===== src/hdl/bsoc_pkg.sv =====
// shared types and constants of the battery state-of-charge blend estimator
// no dependencies; imported by battery_soc_blend_estimator_top
`timescale 1ns / 1ps
`default_nettype none

package bsoc_pkg;

    // field widths
    localparam int C_SOC_W    = 14;
    localparam int C_MV_W     = 13;
    localparam int C_CUR_W    = 16;
    localparam int C_IVL_W    = 16;
    localparam int C_CAP_W    = 16;
    localparam int C_LOW_W    = 15;
    localparam int C_CFG_W    = 16;
    localparam int C_IN_W     = 64;
    localparam int C_OUT_W    = 16;

    // coulomb path
    localparam int C_PROD_W   = 31;   // |current| * interval
    localparam int C_DIV_W    = 25;   // 360 * capacity
    localparam int C_Q_W      = 15;   // quotient, saturated
    localparam int C_CMP_W    = C_PROD_W + C_Q_W - 6;
    localparam logic [C_SOC_W-1:0] C_SOC_FULL = 14'd10000;

    // voltage curve
    localparam int C_SEGS = 10;
    localparam logic [C_MV_W-1:0] C_CURVE_MV [11] = '{
        13'd4200, 13'd4100, 13'd4000, 13'd3900, 13'd3800, 13'd3750,
        13'd3700, 13'd3650, 13'd3550, 13'd3450, 13'd3300
    };

    // reciprocal multipliers for exact floor division of small values
    localparam logic [15:0] C_RECIP3 = 16'd43691;   // 2^17 / 3, rounded up
    localparam logic [15:0] C_RECIP5 = 16'd52429;   // 2^18 / 5, rounded up

    // configuration register indexes
    typedef enum logic [0:0] {
        REG_CAPACITY    = 1'b0,
        REG_LOW_CURRENT = 1'b1
    } t_cfg_reg;

    localparam logic [C_DIV_W-1:0] C_DIV_RESET = 25'd720000;  // 360 * 2000
    localparam logic [C_LOW_W-1:0] C_LOW_RESET = 15'd50;

    // soc at the lower end of a segment
    function automatic logic [C_SOC_W-1:0] seg_base(input logic [3:0] seg);
        logic [C_SOC_W-1:0] base;
        unique case (seg)
            4'd0:    base = 14'd9000;
            4'd1:    base = 14'd8000;
            4'd2:    base = 14'd7000;
            4'd3:    base = 14'd6000;
            4'd4:    base = 14'd5000;
            4'd5:    base = 14'd4000;
            4'd6:    base = 14'd3000;
            4'd7:    base = 14'd2000;
            4'd8:    base = 14'd1000;
            default: base = 14'd0;
        endcase
        return base;
    endfunction

    // 1000 / segment width, as integer multiplier (x20 then /3 for 150 mV)
    function automatic logic [4:0] seg_mul(input logic [3:0] seg);
        logic [4:0] m;
        unique case (seg)
            4'd4, 4'd5, 4'd6, 4'd9: m = 5'd20;
            default:                m = 5'd10;
        endcase
        return m;
    endfunction

    function automatic logic seg_div3(input logic [3:0] seg);
        return seg == 4'd9;
    endfunction

    // stage after input decode
    typedef struct packed {
        logic [C_SOC_W-1:0] soc;
        logic               neg;
        logic               low;
        logic [C_CUR_W-1:0] mag;
        logic [C_IVL_W-1:0] interval;
        logic               vfull;
        logic               vzero;
        logic [3:0]         seg;
        logic [7:0]         dv;
    } t_s1;

    // stage after the multiplies
    typedef struct packed {
        logic [C_SOC_W-1:0]  soc;
        logic                neg;
        logic                low;
        logic [C_PROD_W-1:0] prod;
        logic                vfull;
        logic                vzero;
        logic [3:0]          seg;
        logic [11:0]         vx;
    } t_s2;

    // divider stage
    typedef struct packed {
        logic [C_SOC_W-1:0]  soc;
        logic                neg;
        logic                low;
        logic [C_SOC_W-1:0]  vsoc;
        logic                sat;
        logic [C_PROD_W-1:0] rem;
        logic [C_Q_W-1:0]    q;
    } t_div;

    // stage after coulomb clamp
    typedef struct packed {
        logic               low;
        logic [C_SOC_W-1:0] cc;
        logic [C_SOC_W-1:0] vsoc;
    } t_cc;

endpackage

`default_nettype wire


===== src/hdl/battery_soc_blend_estimator_top.sv =====
// battery state-of-charge blend estimator: coulomb count, voltage curve, blend
// depends on bsoc_pkg
`timescale 1ns / 1ps
`default_nettype none

// datapath order: stage 1, stage 2, divider entry, divider, coulomb clamp, blend, output register
// throughput: one word per cycle while not stalled (see below); the divider is a 15-stage restoring pipeline
// that forms |current * interval| / (360 * capacity), one quotient bit per stage
// stall: the pipeline freezes while the two-entry output buffer is full
// reset (synchronous, active low): clears all valid bits, capacity 2000, threshold 50

module battery_soc_blend_estimator_top (
    input  wire logic                         i_clk,
    input  wire logic                         i_rst_n,
    // input stream
    input  wire logic                         i_s_axis_tvalid,
    output      logic                         o_s_axis_tready,
    // [13:0] soc_before, [26:14] voltage_mv, [42:27] current_ma,
    // [58:43] interval_ms, [63:59] zero
    input  wire logic [bsoc_pkg::C_IN_W-1:0]  i_s_axis_tdata,
    // output stream
    output      logic                         o_m_axis_tvalid,
    input  wire logic                         i_m_axis_tready,
    // [13:0] soc_after, [15:14] zero
    output      logic [bsoc_pkg::C_OUT_W-1:0] o_m_axis_tdata,
    // configuration writes
    input  wire logic                         i_cfg_wr_en,
    input  wire logic                         i_cfg_addr,
    input  wire logic [bsoc_pkg::C_CFG_W-1:0] i_cfg_wr_data
);
    import bsoc_pkg::*;

    // ---------------------------------------------------------------
    // configuration: divisor is kept premultiplied by 360
    // ---------------------------------------------------------------
    logic [C_DIV_W-1:0] r_div;
    logic [C_LOW_W-1:0] r_low;
    logic [C_CAP_W-1:0] w_cap;

    // zero capacity acts as one
    assign w_cap = (i_cfg_wr_data == '0) ? C_CAP_W'(1) : i_cfg_wr_data;

    always_ff @(posedge i_clk) begin
        if (!i_rst_n) begin
            r_div <= C_DIV_RESET;
            r_low <= C_LOW_RESET;
        end else if (i_cfg_wr_en) begin
            unique case (t_cfg_reg'(i_cfg_addr))
                REG_CAPACITY:    r_div <= C_DIV_W'(w_cap) * C_DIV_W'(360);
                REG_LOW_CURRENT: r_low <= i_cfg_wr_data[C_LOW_W-1:0];
                default:         r_div <= r_div;
            endcase
        end
    end

    // ---------------------------------------------------------------
    // pipeline advance: held only when the output skid entry is occupied
    // ---------------------------------------------------------------
    logic r_skid_v;
    logic w_en;
    logic w_accept;

    assign w_en            = !r_skid_v;
    // no word is taken while reset is held
    assign o_s_axis_tready = w_en && i_rst_n;
    assign w_accept        = i_s_axis_tvalid && o_s_axis_tready;

    // ---------------------------------------------------------------
    // stage 1: unpack, current magnitude, threshold compare, curve segment
    // ---------------------------------------------------------------
    logic               r_s1_v;
    t_s1                r_s1;
    t_s1                n_s1;
    logic [C_MV_W-1:0]  w_mv;
    logic [C_CUR_W-1:0] w_cur;

    assign w_mv  = i_s_axis_tdata[26:14];
    assign w_cur = i_s_axis_tdata[42:27];

    always_comb begin
        n_s1          = '0;
        n_s1.soc      = i_s_axis_tdata[13:0];
        n_s1.interval = i_s_axis_tdata[58:43];
        n_s1.neg      = w_cur[C_CUR_W-1];
        // -32768 maps to 32768, which still fits unsigned
        n_s1.mag      = n_s1.neg ? C_CUR_W'(~w_cur + 1'b1) : w_cur;
        n_s1.low      = n_s1.mag < {1'b0, r_low};
        n_s1.vfull    = w_mv >= C_CURVE_MV[0];
        n_s1.vzero    = w_mv <= C_CURVE_MV[C_SEGS];
        // segments are disjoint, at most one matches
        for (int i = 0; i < C_SEGS; i++) begin
            if (w_mv <= C_CURVE_MV[i] && w_mv > C_CURVE_MV[i+1]) begin
                n_s1.seg = 4'(i);
                n_s1.dv  = 8'(w_mv - C_CURVE_MV[i+1]);
            end
        end
    end

    always_ff @(posedge i_clk) begin
        if (!i_rst_n) begin
            r_s1_v <= 1'b0;
        end else if (w_en) begin
            r_s1_v <= w_accept;
        end
    end

    always_ff @(posedge i_clk) begin
        if (w_en) begin
            r_s1 <= n_s1;
        end
    end

    // ---------------------------------------------------------------
    // stage 2: charge product and scaled curve offset
    // ---------------------------------------------------------------
    logic r_s2_v;
    t_s2  r_s2;
    t_s2  n_s2;

    always_comb begin
        n_s2.soc   = r_s1.soc;
        n_s2.neg   = r_s1.neg;
        n_s2.low   = r_s1.low;
        // max 32768 * 65535 stays below 2^31
        n_s2.prod  = C_PROD_W'(32'(r_s1.mag) * 32'(r_s1.interval));
        n_s2.vfull = r_s1.vfull;
        n_s2.vzero = r_s1.vzero;
        n_s2.seg   = r_s1.seg;
        n_s2.vx    = 12'(13'(r_s1.dv) * 13'(seg_mul(r_s1.seg)));
    end

    always_ff @(posedge i_clk) begin
        if (!i_rst_n) begin
            r_s2_v <= 1'b0;
        end else if (w_en) begin
            r_s2_v <= r_s1_v;
        end
    end

    always_ff @(posedge i_clk) begin
        if (w_en) begin
            r_s2 <= n_s2;
        end
    end

    // ---------------------------------------------------------------
    // stage 3 (divider entry): voltage soc, quotient overflow check
    // ---------------------------------------------------------------
    localparam int C_DSTG = C_Q_W + 1;

    logic [C_DSTG-1:0] r_dv_v;
    t_div              r_dv [C_DSTG];
    t_div              n_dv0;
    logic [27:0]       w_div3;
    logic [9:0]        w_vinc;
    logic [C_CMP_W-1:0] w_top;

    assign w_div3 = 28'(r_s2.vx) * 28'(C_RECIP3);
    assign w_vinc = seg_div3(r_s2.seg) ? w_div3[26:17] : r_s2.vx[9:0];
    assign w_top  = C_CMP_W'(r_div) << C_Q_W;

    always_comb begin
        n_dv0.soc  = r_s2.soc;
        n_dv0.neg  = r_s2.neg;
        n_dv0.low  = r_s2.low;
        if (r_s2.vfull) begin
            n_dv0.vsoc = C_SOC_FULL;
        end else if (r_s2.vzero) begin
            n_dv0.vsoc = '0;
        end else begin
            n_dv0.vsoc = seg_base(r_s2.seg) + C_SOC_W'(w_vinc);
        end
        // a quotient past 15 bits drives cc to a rail either way
        n_dv0.sat  = C_CMP_W'(r_s2.prod) >= w_top;
        n_dv0.rem  = r_s2.prod;
        n_dv0.q    = '0;
    end

    always_ff @(posedge i_clk) begin
        if (!i_rst_n) begin
            r_dv_v <= '0;
        end else if (w_en) begin
            r_dv_v <= {r_dv_v[C_DSTG-2:0], r_s2_v};
        end
    end

    always_ff @(posedge i_clk) begin
        if (w_en) begin
            r_dv[0] <= n_dv0;
        end
    end

    // ---------------------------------------------------------------
    // restoring divider, one quotient bit per stage, msb first
    // ---------------------------------------------------------------
    for (genvar k = 1; k < C_DSTG; k++) begin : g_div
        localparam int J = C_Q_W - k;
        logic [C_CMP_W-1:0] w_shd;
        logic [C_CMP_W-1:0] w_rem;
        logic               w_ge;
        t_div               n_dv;

        assign w_shd = C_CMP_W'(r_div) << J;
        assign w_rem = C_CMP_W'(r_dv[k-1].rem);
        assign w_ge  = w_rem >= w_shd;

        always_comb begin
            n_dv      = r_dv[k-1];
            n_dv.rem  = w_ge ? C_PROD_W'(w_rem - w_shd) : r_dv[k-1].rem;
            n_dv.q[J] = w_ge;
        end

        always_ff @(posedge i_clk) begin
            if (w_en) begin
                r_dv[k] <= n_dv;
            end
        end
    end

    // ---------------------------------------------------------------
    // coulomb soc: apply signed delta, clamp to 0..10000
    // ---------------------------------------------------------------
    logic               r_cc_v;
    t_cc                r_cc;
    t_cc                n_cc;
    logic [C_Q_W-1:0]   w_delta;
    logic signed [16:0] w_sum;

    assign w_delta = r_dv[C_DSTG-1].sat ? '1 : r_dv[C_DSTG-1].q;

    always_comb begin
        // discharge subtracts, charge adds
        if (r_dv[C_DSTG-1].neg) begin
            w_sum = $signed({3'b000, r_dv[C_DSTG-1].soc}) + $signed({2'b00, w_delta});
        end else begin
            w_sum = $signed({3'b000, r_dv[C_DSTG-1].soc}) - $signed({2'b00, w_delta});
        end
        n_cc.low  = r_dv[C_DSTG-1].low;
        n_cc.vsoc = r_dv[C_DSTG-1].vsoc;
        if (w_sum < 0) begin
            n_cc.cc = '0;
        end else if (w_sum > $signed({3'b000, C_SOC_FULL})) begin
            n_cc.cc = C_SOC_FULL;
        end else begin
            n_cc.cc = w_sum[C_SOC_W-1:0];
        end
    end

    always_ff @(posedge i_clk) begin
        if (!i_rst_n) begin
            r_cc_v <= 1'b0;
        end else if (w_en) begin
            r_cc_v <= r_dv_v[C_DSTG-1];
        end
    end

    always_ff @(posedge i_clk) begin
        if (w_en) begin
            r_cc <= n_cc;
        end
    end

    // ---------------------------------------------------------------
    // blend: 20/80 or 80/20 as (a + 4b) / 5, divide by reciprocal multiply
    // ---------------------------------------------------------------
    logic        r_mul_v;
    logic [31:0] r_mul;
    logic [15:0] w_mix;

    // at most 50000, never past 10000 after the divide
    assign w_mix = r_cc.low ? 16'(r_cc.cc) + {r_cc.vsoc, 2'b00}
                            : {r_cc.cc, 2'b00} + 16'(r_cc.vsoc);

    always_ff @(posedge i_clk) begin
        if (!i_rst_n) begin
            r_mul_v <= 1'b0;
        end else if (w_en) begin
            r_mul_v <= r_cc_v;
        end
    end

    always_ff @(posedge i_clk) begin
        if (w_en) begin
            r_mul <= 32'(w_mix) * 32'(C_RECIP5);
        end
    end

    // ---------------------------------------------------------------
    // output register plus skid entry
    // ---------------------------------------------------------------
    logic               r_out_v;
    logic [C_SOC_W-1:0] r_out_data;
    logic [C_SOC_W-1:0] r_skid_data;
    logic               w_take;
    logic               w_new_v;
    logic [C_SOC_W-1:0] w_new;

    assign w_take  = r_out_v && i_m_axis_tready;
    assign w_new_v = r_mul_v && w_en;
    assign w_new   = r_mul[31:18];

    always_ff @(posedge i_clk) begin
        if (!i_rst_n) begin
            r_out_v  <= 1'b0;
            r_skid_v <= 1'b0;
        end else begin
            priority if (r_skid_v) begin
                if (w_take) begin
                    r_out_data <= r_skid_data;
                    r_skid_v   <= 1'b0;
                end
            end else if (w_new_v) begin
                if (!r_out_v || w_take) begin
                    r_out_v    <= 1'b1;
                    r_out_data <= w_new;
                end else begin
                    r_skid_v    <= 1'b1;
                    r_skid_data <= w_new;
                end
            end else if (w_take) begin
                r_out_v <= 1'b0;
            end
        end
    end

    assign o_m_axis_tvalid = r_out_v;
    assign o_m_axis_tdata  = C_OUT_W'(r_out_data);

    // ---------------------------------------------------------------
    // checks
    // ---------------------------------------------------------------
    a_skid_needs_out: assert property (@(posedge i_clk) disable iff (!i_rst_n)
        r_skid_v |-> r_out_v)
        else $error("skid entry held while output register empty");

    a_out_range: assert property (@(posedge i_clk) disable iff (!i_rst_n)
        o_m_axis_tvalid |-> (o_m_axis_tdata[C_SOC_W-1:0] <= C_SOC_FULL))
        else $error("soc_after above full scale");

    a_skid_hold: assert property (@(posedge i_clk) disable iff (!i_rst_n)
        (r_skid_v && !i_m_axis_tready) |=> ($stable(r_skid_data) && r_skid_v))
        else $error("skid word changed while stalled");

    a_stall_blocks_input: assert property (@(posedge i_clk) disable iff (!i_rst_n)
        (r_skid_v && !i_m_axis_tready) |=> !o_s_axis_tready)
        else $error("input accepted while output buffer full");

    a_vsoc_range: assert property (@(posedge i_clk) disable iff (!i_rst_n)
        r_dv_v[0] |-> (r_dv[0].vsoc <= C_SOC_FULL))
        else $error("voltage soc above full scale");

endmodule

`default_nettype wire

===== config.mk =====
export PLATFORM = sky130hd
export DESIGN_NAME = battery_soc_blend_estimator_top
export DESIGN_NICKNAME = d
export VERILOG_FILES = /design/src/hdl/bsoc_pkg.sv /design/src/hdl/battery_soc_blend_estimator_top.sv
export SDC_FILE = /design/constraint.sdc
export NUM_CORES = 2
export LEC_CHECK = 0
export ABC_AREA = 1
export BUFFER_PORTS_ARGS = -buffer_cell sky130_fd_sc_hd__buf_2
export CAP_MARGIN = 20
export CORE_MARGIN = 1
export CORE_UTILIZATION = 30
export CTS_CLUSTER_SIZE = 16
export DETAILED_ROUTE_END_ITERATION = 12
export GPL_ROUTABILITY_DRIVEN = 0
export GPL_TIMING_DRIVEN = 0
export HOLD_SLACK_MARGIN = 0.12
export PLACE_DENSITY = 0.52
export SLEW_MARGIN = 20
export SYNTH_ARGS = -nofsm -noshare
export SYNTH_HDL_FRONTEND = slang
export SYNTH_SLANG_ARGS = --single-unit

===== constraint.sdc =====
create_clock -name i_clk -period 53.4 [get_ports i_clk]
set_input_delay 5.34 -clock i_clk [delete_from_list [all_inputs] [get_ports i_clk]]
set_output_delay 5.34 -clock i_clk [all_outputs]
set_load 0.005 [all_outputs]

### Yosys cells after proc, flatten, opt, wreduce, memory -nomap -nowiden

Memory sizes are Yosys's and may differ from the RTL's. A register that Yosys moved wholly into a read port is not among the register bits.
Index checks and enable logic that the tools add are counted.

| cells by class | value |
|---|---|
| muxes and demuxes | 50 |
| $add $sub $neg | 31 |
| eq/ne operators | 7 |
| $lt $le $gt $ge | 41 |
| $mul | 5 |
| bitwise logic cells | 4 |
| reduce and logical (&&, ||, !) cells | 29 |

Operators with widths:

| cell | number |
|---|---|
| 31-bit two-way mux | 15 |
| 31-bit subtractor | 9 |
| 14-bit two-way mux | 9 |
| 13-bit by 12-bit > comparator with 1-bit output, second input constant | 9 |
| 13-bit by 12-bit <= comparator with 1-bit output, second input constant | 9 |
| 12-bit two-way mux | 4 |
| 16-bit two-way mux | 3 |
| 31-bit by 40-bit greater-or-equal comparator with 1-bit output | 1 |
| 8-bit subtractor, second input constant | 5 |
| 31-bit by 39-bit greater-or-equal comparator with 1-bit output | 1 |
| 31-bit by 38-bit greater-or-equal comparator with 1-bit output | 1 |
| 31-bit by 37-bit greater-or-equal comparator with 1-bit output | 1 |
| 31-bit by 36-bit greater-or-equal comparator with 1-bit output | 1 |
| 31-bit by 35-bit greater-or-equal comparator with 1-bit output | 1 |
| 31-bit by 34-bit greater-or-equal comparator with 1-bit output | 1 |
| 31-bit by 33-bit greater-or-equal comparator with 1-bit output | 1 |
| 31-bit by 32-bit greater-or-equal comparator with 1-bit output | 1 |
| 16-bit by 16-bit multiplier with 32-bit output, second input constant | 1 |
| 31-bit by 25-bit greater-or-equal comparator with 1-bit output | 1 |
| 31-bit by 26-bit greater-or-equal comparator with 1-bit output | 1 |
| 31-bit by 27-bit greater-or-equal comparator with 1-bit output | 1 |
| 31-bit by 28-bit greater-or-equal comparator with 1-bit output | 1 |
| 31-bit by 29-bit greater-or-equal comparator with 1-bit output | 1 |
| 31-bit by 30-bit greater-or-equal comparator with 1-bit output | 1 |
| 49 further kinds | 88 |

| word-level totals | value |
|---|---|
| output and inout port bits | 18 |
| memories | 2 |
| flip-flop bits (word level) | 275 |
| bits in writable memories | 1232 |
| bits in read-only memories | 176 |
| input bits | 86 |

Memories:

| memory | depth | width | read ports | clocked after Yosys merged registers in | write ports | line | text |
|---|---|---|---|---|---|---|---|
| r_dv | 16 | 77 | 16 | 0 | 16 | battery_soc_blend_estimator_top.sv:152 | `t_div r_dv [C_DSTG];` |
| (name not given) | 16 | 11 | 1 | 1 | 0 | bsoc_pkg.sv:49 | `unique case (seg)` |

### Longest topological paths before layout

| logic depth | value |
|---|---|
| word-level depth | 12 |
| mapped depth | 37 |

### Worst setup path after synthesis

Ideal clock, no wire load.

| timing | value |
|---|---|
| path kind | reg2reg |
| start point | register r_skid_v |
| end point | register r_s2, in the netlist n_dv0[15], enable pin |
| period minus slack after synthesis | 36419 ps |
| setup slack | 16981 ps |
| arrival time | 34317 ps |
| path buffers | 2 |
| cell stages (with the launch flop) | 4 |
| required time | 51298 ps |
| cells stage by stage | dfxtp_1 buf_2 inv_2 clkbuf_1 |

RTL lines:

| element | line | text |
|---|---|---|
| start, declared | battery_soc_blend_estimator_top.sv:59 | `logic r_skid_v;` |
| start signal, assigned | battery_soc_blend_estimator_top.sv:305 | `r_skid_v <= 1'b0;` |
| start signal, assigned | battery_soc_blend_estimator_top.sv:310 | `r_skid_v <= 1'b0;` |
| start signal, assigned | battery_soc_blend_estimator_top.sv:317 | `r_skid_v <= 1'b1;` |
| end signal, assigned | battery_soc_blend_estimator_top.sv:142 | `r_s2 <= n_s2;` |
| end, declared | battery_soc_blend_estimator_top.sv:117 | `t_s2 r_s2;` |

No word-level cell between the ends.

### Worst setup path after layout

| timing | value |
|---|---|
| start point | input port i_rst_n |
| end point | output port o_s_axis_tready |

| on the way | value |
|---|---|
| longest elaborated chain between the ends | 1 |

RTL lines:

| element | line | text |
|---|---|---|
| start, declared | battery_soc_blend_estimator_top.sv:14 | `input wire logic i_rst_n,` |
| 1-bit logical AND | battery_soc_blend_estimator_top.sv:65 | `assign o_s_axis_tready = w_en && i_rst_n;` |
| end, declared | battery_soc_blend_estimator_top.sv:17 | `output logic o_s_axis_tready,` |

No other way between the ends.

==> impl_metrics.prom <==
# TYPE chip_impl_metric gauge
chip_impl_info{name="crit_end",value="o_s_axis_tready"} 1
chip_impl_metric{name="synth.distinct_cells",unit=""} 74
chip_impl_metric{name="routedWlPerCell",unit="um"} 16.7
chip_impl_metric{name="dr.pass1.iters",unit=""} 8
chip_impl_info{name="rsz_0062_raised_after_global_routing",value="no"} 1
chip_impl_metric{name="groute.usage.overall",unit="%"} 14.4
chip_impl_metric{name="final_cell_area",unit="um2"} 94800
chip_impl_info{name="rr_startpoint",value="r_cc[0]"} 1
chip_impl_metric{name="worst_skew_pair.late_latency",unit="ps"} 820
chip_impl_metric{name="finish.net_count",unit=""} 9781
chip_impl_metric{name="timing.reg2reg.worst_path_depth",unit=""} 33
chip_impl_metric{name="maxSlewViolCount",unit=""} 0
chip_impl_metric{name="port_buffers",unit=""} 94
chip_impl_metric{name="effective_utilization_at_floorplan",unit="%"} 30.3
chip_impl_metric{name="shortest_period_the_worst_path_allows",unit="ps"} 12240
chip_impl_info{name="layout_common_cells",value="1,616 x sky130_fd_sc_hd__nand2_1, 1,278 x sky130_fd_sc_hd__edfxtp_1, 1,154 x sky130_fd_sc_hd__inv_1"} 1
chip_impl_metric{name="fin_tns_setup",unit="ps"} 0
chip_impl_metric{name="place_hpwl",unit="mm"} 158
chip_impl_metric{name="register_clock_pin_slew_on_the_reported_worst_setup_and_hold_paths",unit="ps"} 60
chip_impl_metric{name="timing.fmax",unit="MHz"} 81.7
chip_impl_metric{name="maximum_number_of_pins_on_one_net_before_global_route_repair",unit=""} 60
chip_impl_metric{name="holdBufCountCts",unit=""} 0
chip_impl_metric{name="slew-limit-headroom",unit="%"} 21.0
chip_impl_info{name="outcome",value="completed"} 1
chip_impl_metric{name="clk_path_buf_depth",unit=""} 4
chip_impl_metric{name="timing.critical_path.fanout_max",unit=""} 8
chip_impl_metric{name="setup.reg_to_reg.worst_slack",unit="ps"} 45540
chip_impl_metric{name="max_cap_viol_count",unit=""} 0
chip_impl_metric{name="timing.critical_path.arrival",unit="ps"} 6900
chip_impl_info{name="tritoncts",value="built"} 1
chip_impl_metric{name="synthesis.instances",unit=""} 8280
chip_impl_metric{name="timing.critical_path.required",unit="ps"} 48060
chip_impl_metric{name="die_area",unit="um2"} 282000
chip_impl_metric{name="layout-drive-gt1-share",unit="%"} 6.55
chip_impl_info{name="start_kind",value="primary input"} 1
chip_impl_info{name="ys.flop_type",value="sky130_fd_sc_hd__edfxtp_1"} 1
chip_impl_metric{name="grt_pass1_vias",unit=""} 58700
chip_impl_metric{name="syn-mean-instance-area",unit="um2"} 10.2
chip_impl_metric{name="post_synth_instance_area",unit="um2"} 84100
chip_impl_metric{name="ioPinCount",unit=""} 104
chip_impl_metric{name="post_cts_resized",unit=""} 0
chip_impl_metric{name="yosys_register_bits",unit=""} 1347
chip_impl_metric{name="finalHoldViolations",unit=""} 0
chip_impl_metric{name="transition_time_at_the_pin_with_the_least_slew_margin",unit="ps"} 1180
chip_impl_metric{name="die_height",unit="um"} 531
chip_impl_metric{name="placement_rows",unit=""} 193
chip_impl_metric{name="synth_seq_area_share",unit="%"} 47.3
chip_impl_metric{name="route.final.wire_length",unit="mm"} 207
chip_impl_metric{name="final-setup-viol-count",unit=""} 0
chip_impl_info{name="worst_setup_path_startpoint",value="i_rst_n"} 1
chip_impl_metric{name="ctsHtreeMaxLevel",unit=""} 4
chip_impl_metric{name="vias_per_cell",unit=""} 4.74
chip_impl_metric{name="clock_skew",unit="ps"} 56.0
chip_impl_metric{name="global_route.overflow_total",unit=""} 0
chip_impl_metric{name="antenna_found_initial",unit=""} 6
chip_impl_metric{name="routed-via-count",unit=""} 58700
chip_impl_metric{name="antenna_left",unit=""} 0
chip_impl_info{name="layout.cells.most_common",value="sky130_fd_sc_hd__nand2_1"} 1
chip_impl_metric{name="grt_pass1_wl",unit="mm"} 326
chip_impl_metric{name="core_region_area",unit="um2"} 277000
chip_impl_metric{name="area_post_placement",unit="um2"} 90100
chip_impl_metric{name="ratio_of_final_minimum_period_to_clock_period",unit="%"} 22.9
chip_impl_metric{name="postSynth.asyncResetShare",unit="%"} 0
chip_impl_info{name="kind_of_capture_point_of_the_worst_setup_path",value="primary output"} 1
chip_impl_info{name="reg2reg_to",value="r_mul[25]"} 1
chip_impl_metric{name="cts_inserted_buffers",unit=""} 148
chip_impl_metric{name="synthToLayoutAreaGrowth",unit="%"} 12.8
chip_impl_metric{name="synth_enable_flop_cells",unit=""} 1278
chip_impl_metric{name="cts.repair_timing.setup_buffer_count",unit=""} 0
chip_impl_info{name="cts.root.buffer_cell",value="sky130_fd_sc_hd__clkbuf_16"} 1
chip_impl_metric{name="yosys_warnings",unit=""} 0
chip_impl_metric{name="die_w",unit="um"} 531
chip_impl_info{name="holdCritPathClass",value="reg2reg"} 1
chip_impl_info{name="criticalPathCategory",value="in2out"} 1
chip_impl_metric{name="detail_route.iter0.violations",unit=""} 4482
chip_impl_metric{name="tritoncts_num_sinks",unit=""} 1347
chip_impl_metric{name="drcViolationCount",unit=""} 0
## registers in the layout, indices dropped and copies added, names as in the netlist, named ones only
signal           count
r_div               22
n_s2                22
r_s1_v               1
r_s2                17
r_cc                29
r_out_data          14
r_cc_v               1
o_m_axis_tvalid      1
r_dv              1081
r_skid_data         14
n_dv0               47
r_skid_v             1
r_s2_v               1
r_s1                40
r_dv_v              16
r_mul_v              1
r_mul               14
r_low               15
## critical path: stages
cell and delay (ps):
sky130_fd_sc_hd__clkbuf_1 610, sky130_fd_sc_hd__inv_1 490, sky130_fd_sc_hd__nor2_1 260, sky130_fd_sc_hd__buf_2 200
## kinds of logic after synthesis
| kind of cell | share of synthesized area (%) |
|---|---|
| buffers and inverters | 6.42 |
| multiplexers | 0.0238 |
| flip-flops | 47.3 |
| XOR/XNOR | 3.53 |
| other | 0.00893 |
| AND/OR/NAND/NOR | 13.7 |
| adder cells (fa/ha/maj) | 20.1 |
| AO/OA/AOI/OAI | 9.01 |
## stage by stage
stage	util (%)	std cells	setup slack, ps	hold slack, ps
2_1_floorplan	-	8282	16980	400
3_5_place_dp	32.5	12100	41100	405
5_1_grt	34.2	12400	41090	387
3_3_place_gp	32.1	12100	3420	401
4_1_cts	34.2	12400	41110	381
6_report	34.2	12400	41160	383
## how the worst min path moves through the flow
stage                       from      endpoint  slack, ps  cells after the start
global route        r_dv[1][128]  r_dv[1][205]        390                      0
finish               r_dv[1][49]  r_dv[1][126]        380                      0
CTS                  r_dv[1][49]  r_dv[1][126]        380                      0
global placement        n_s2[51]     n_dv0[63]        400                      0
detailed placement   r_dv[0][53]  r_dv[0][130]        400                      0
floorplan               n_s2[49]     n_dv0[61]        400                      0
## layer usage
metal	global-route usage, %	share of wire, %
met5	0	0.016
met4	4.26	2.9
met2	23.4	45
met1	19.8	46
met3	2.12	5.2
## cell usage after synthesis, types with 23 or more instances
| cell type | count | area (um2) |
|---|---|---|
| sky130_fd_sc_hd__o21ai_1 | 50 | 250 |
| sky130_fd_sc_hd__a21oi_1 | 543 | 2720 |
| sky130_fd_sc_hd__dfxtp_1 | 69 | 1380 |
| sky130_fd_sc_hd__inv_1 | 1172 | 4400 |
| sky130_fd_sc_hd__a31oi_1 | 47 | 294 |
| sky130_fd_sc_hd__o21ai_0 | 438 | 2190 |
| sky130_fd_sc_hd__edfxtp_1 | 1278 | 38400 |
| sky130_fd_sc_hd__clkbuf_1 | 114 | 428 |
| sky130_fd_sc_hd__fa_1 | 362 | 7250 |
| sky130_fd_sc_hd__o21bai_1 | 31 | 233 |
| sky130_fd_sc_hd__xnor2_1 | 148 | 1300 |
| sky130_fd_sc_hd__buf_2 | 32 | 160 |
| sky130_fd_sc_hd__xor2_1 | 191 | 1670 |
| sky130_fd_sc_hd__nor3_1 | 85 | 425 |
| sky130_fd_sc_hd__nand4_1 | 86 | 538 |
| sky130_fd_sc_hd__nor2_1 | 532 | 2000 |
| sky130_fd_sc_hd__nand3_1 | 263 | 1320 |
| sky130_fd_sc_hd__o21a_1 | 23 | 173 |
| sky130_fd_sc_hd__ha_1 | 768 | 9610 |
| sky130_fd_sc_hd__a21o_1 | 45 | 338 |
| sky130_fd_sc_hd__inv_2 | 23 | 86.3 |
| sky130_fd_sc_hd__nor4_1 | 72 | 450 |
| sky130_fd_sc_hd__o211ai_1 | 26 | 195 |
| sky130_fd_sc_hd__o21ai_2 | 31 | 272 |
| sky130_fd_sc_hd__or2_2 | 26 | 163 |
| sky130_fd_sc_hd__nand2_1 | 1616 | 6070 |
## area by class of cell
class | instances | area (um2)
fill | 27800 | 183000
inverter | 1198 | 4500
timing repair buffer | 133 | 1400
antenna | 4 | 10.0
clock buffer | 181 | 3920
multi-input combinational | 5557 | 38900
sequential | 1347 | 39800
clock inverter | 76 | 781
tap | 3705 | 4640
buffer | 180 | 901
Power is left out: the tool's default activity adds up to more than one toggle a clock period on the data nets, which glitch-free logic cannot reach.
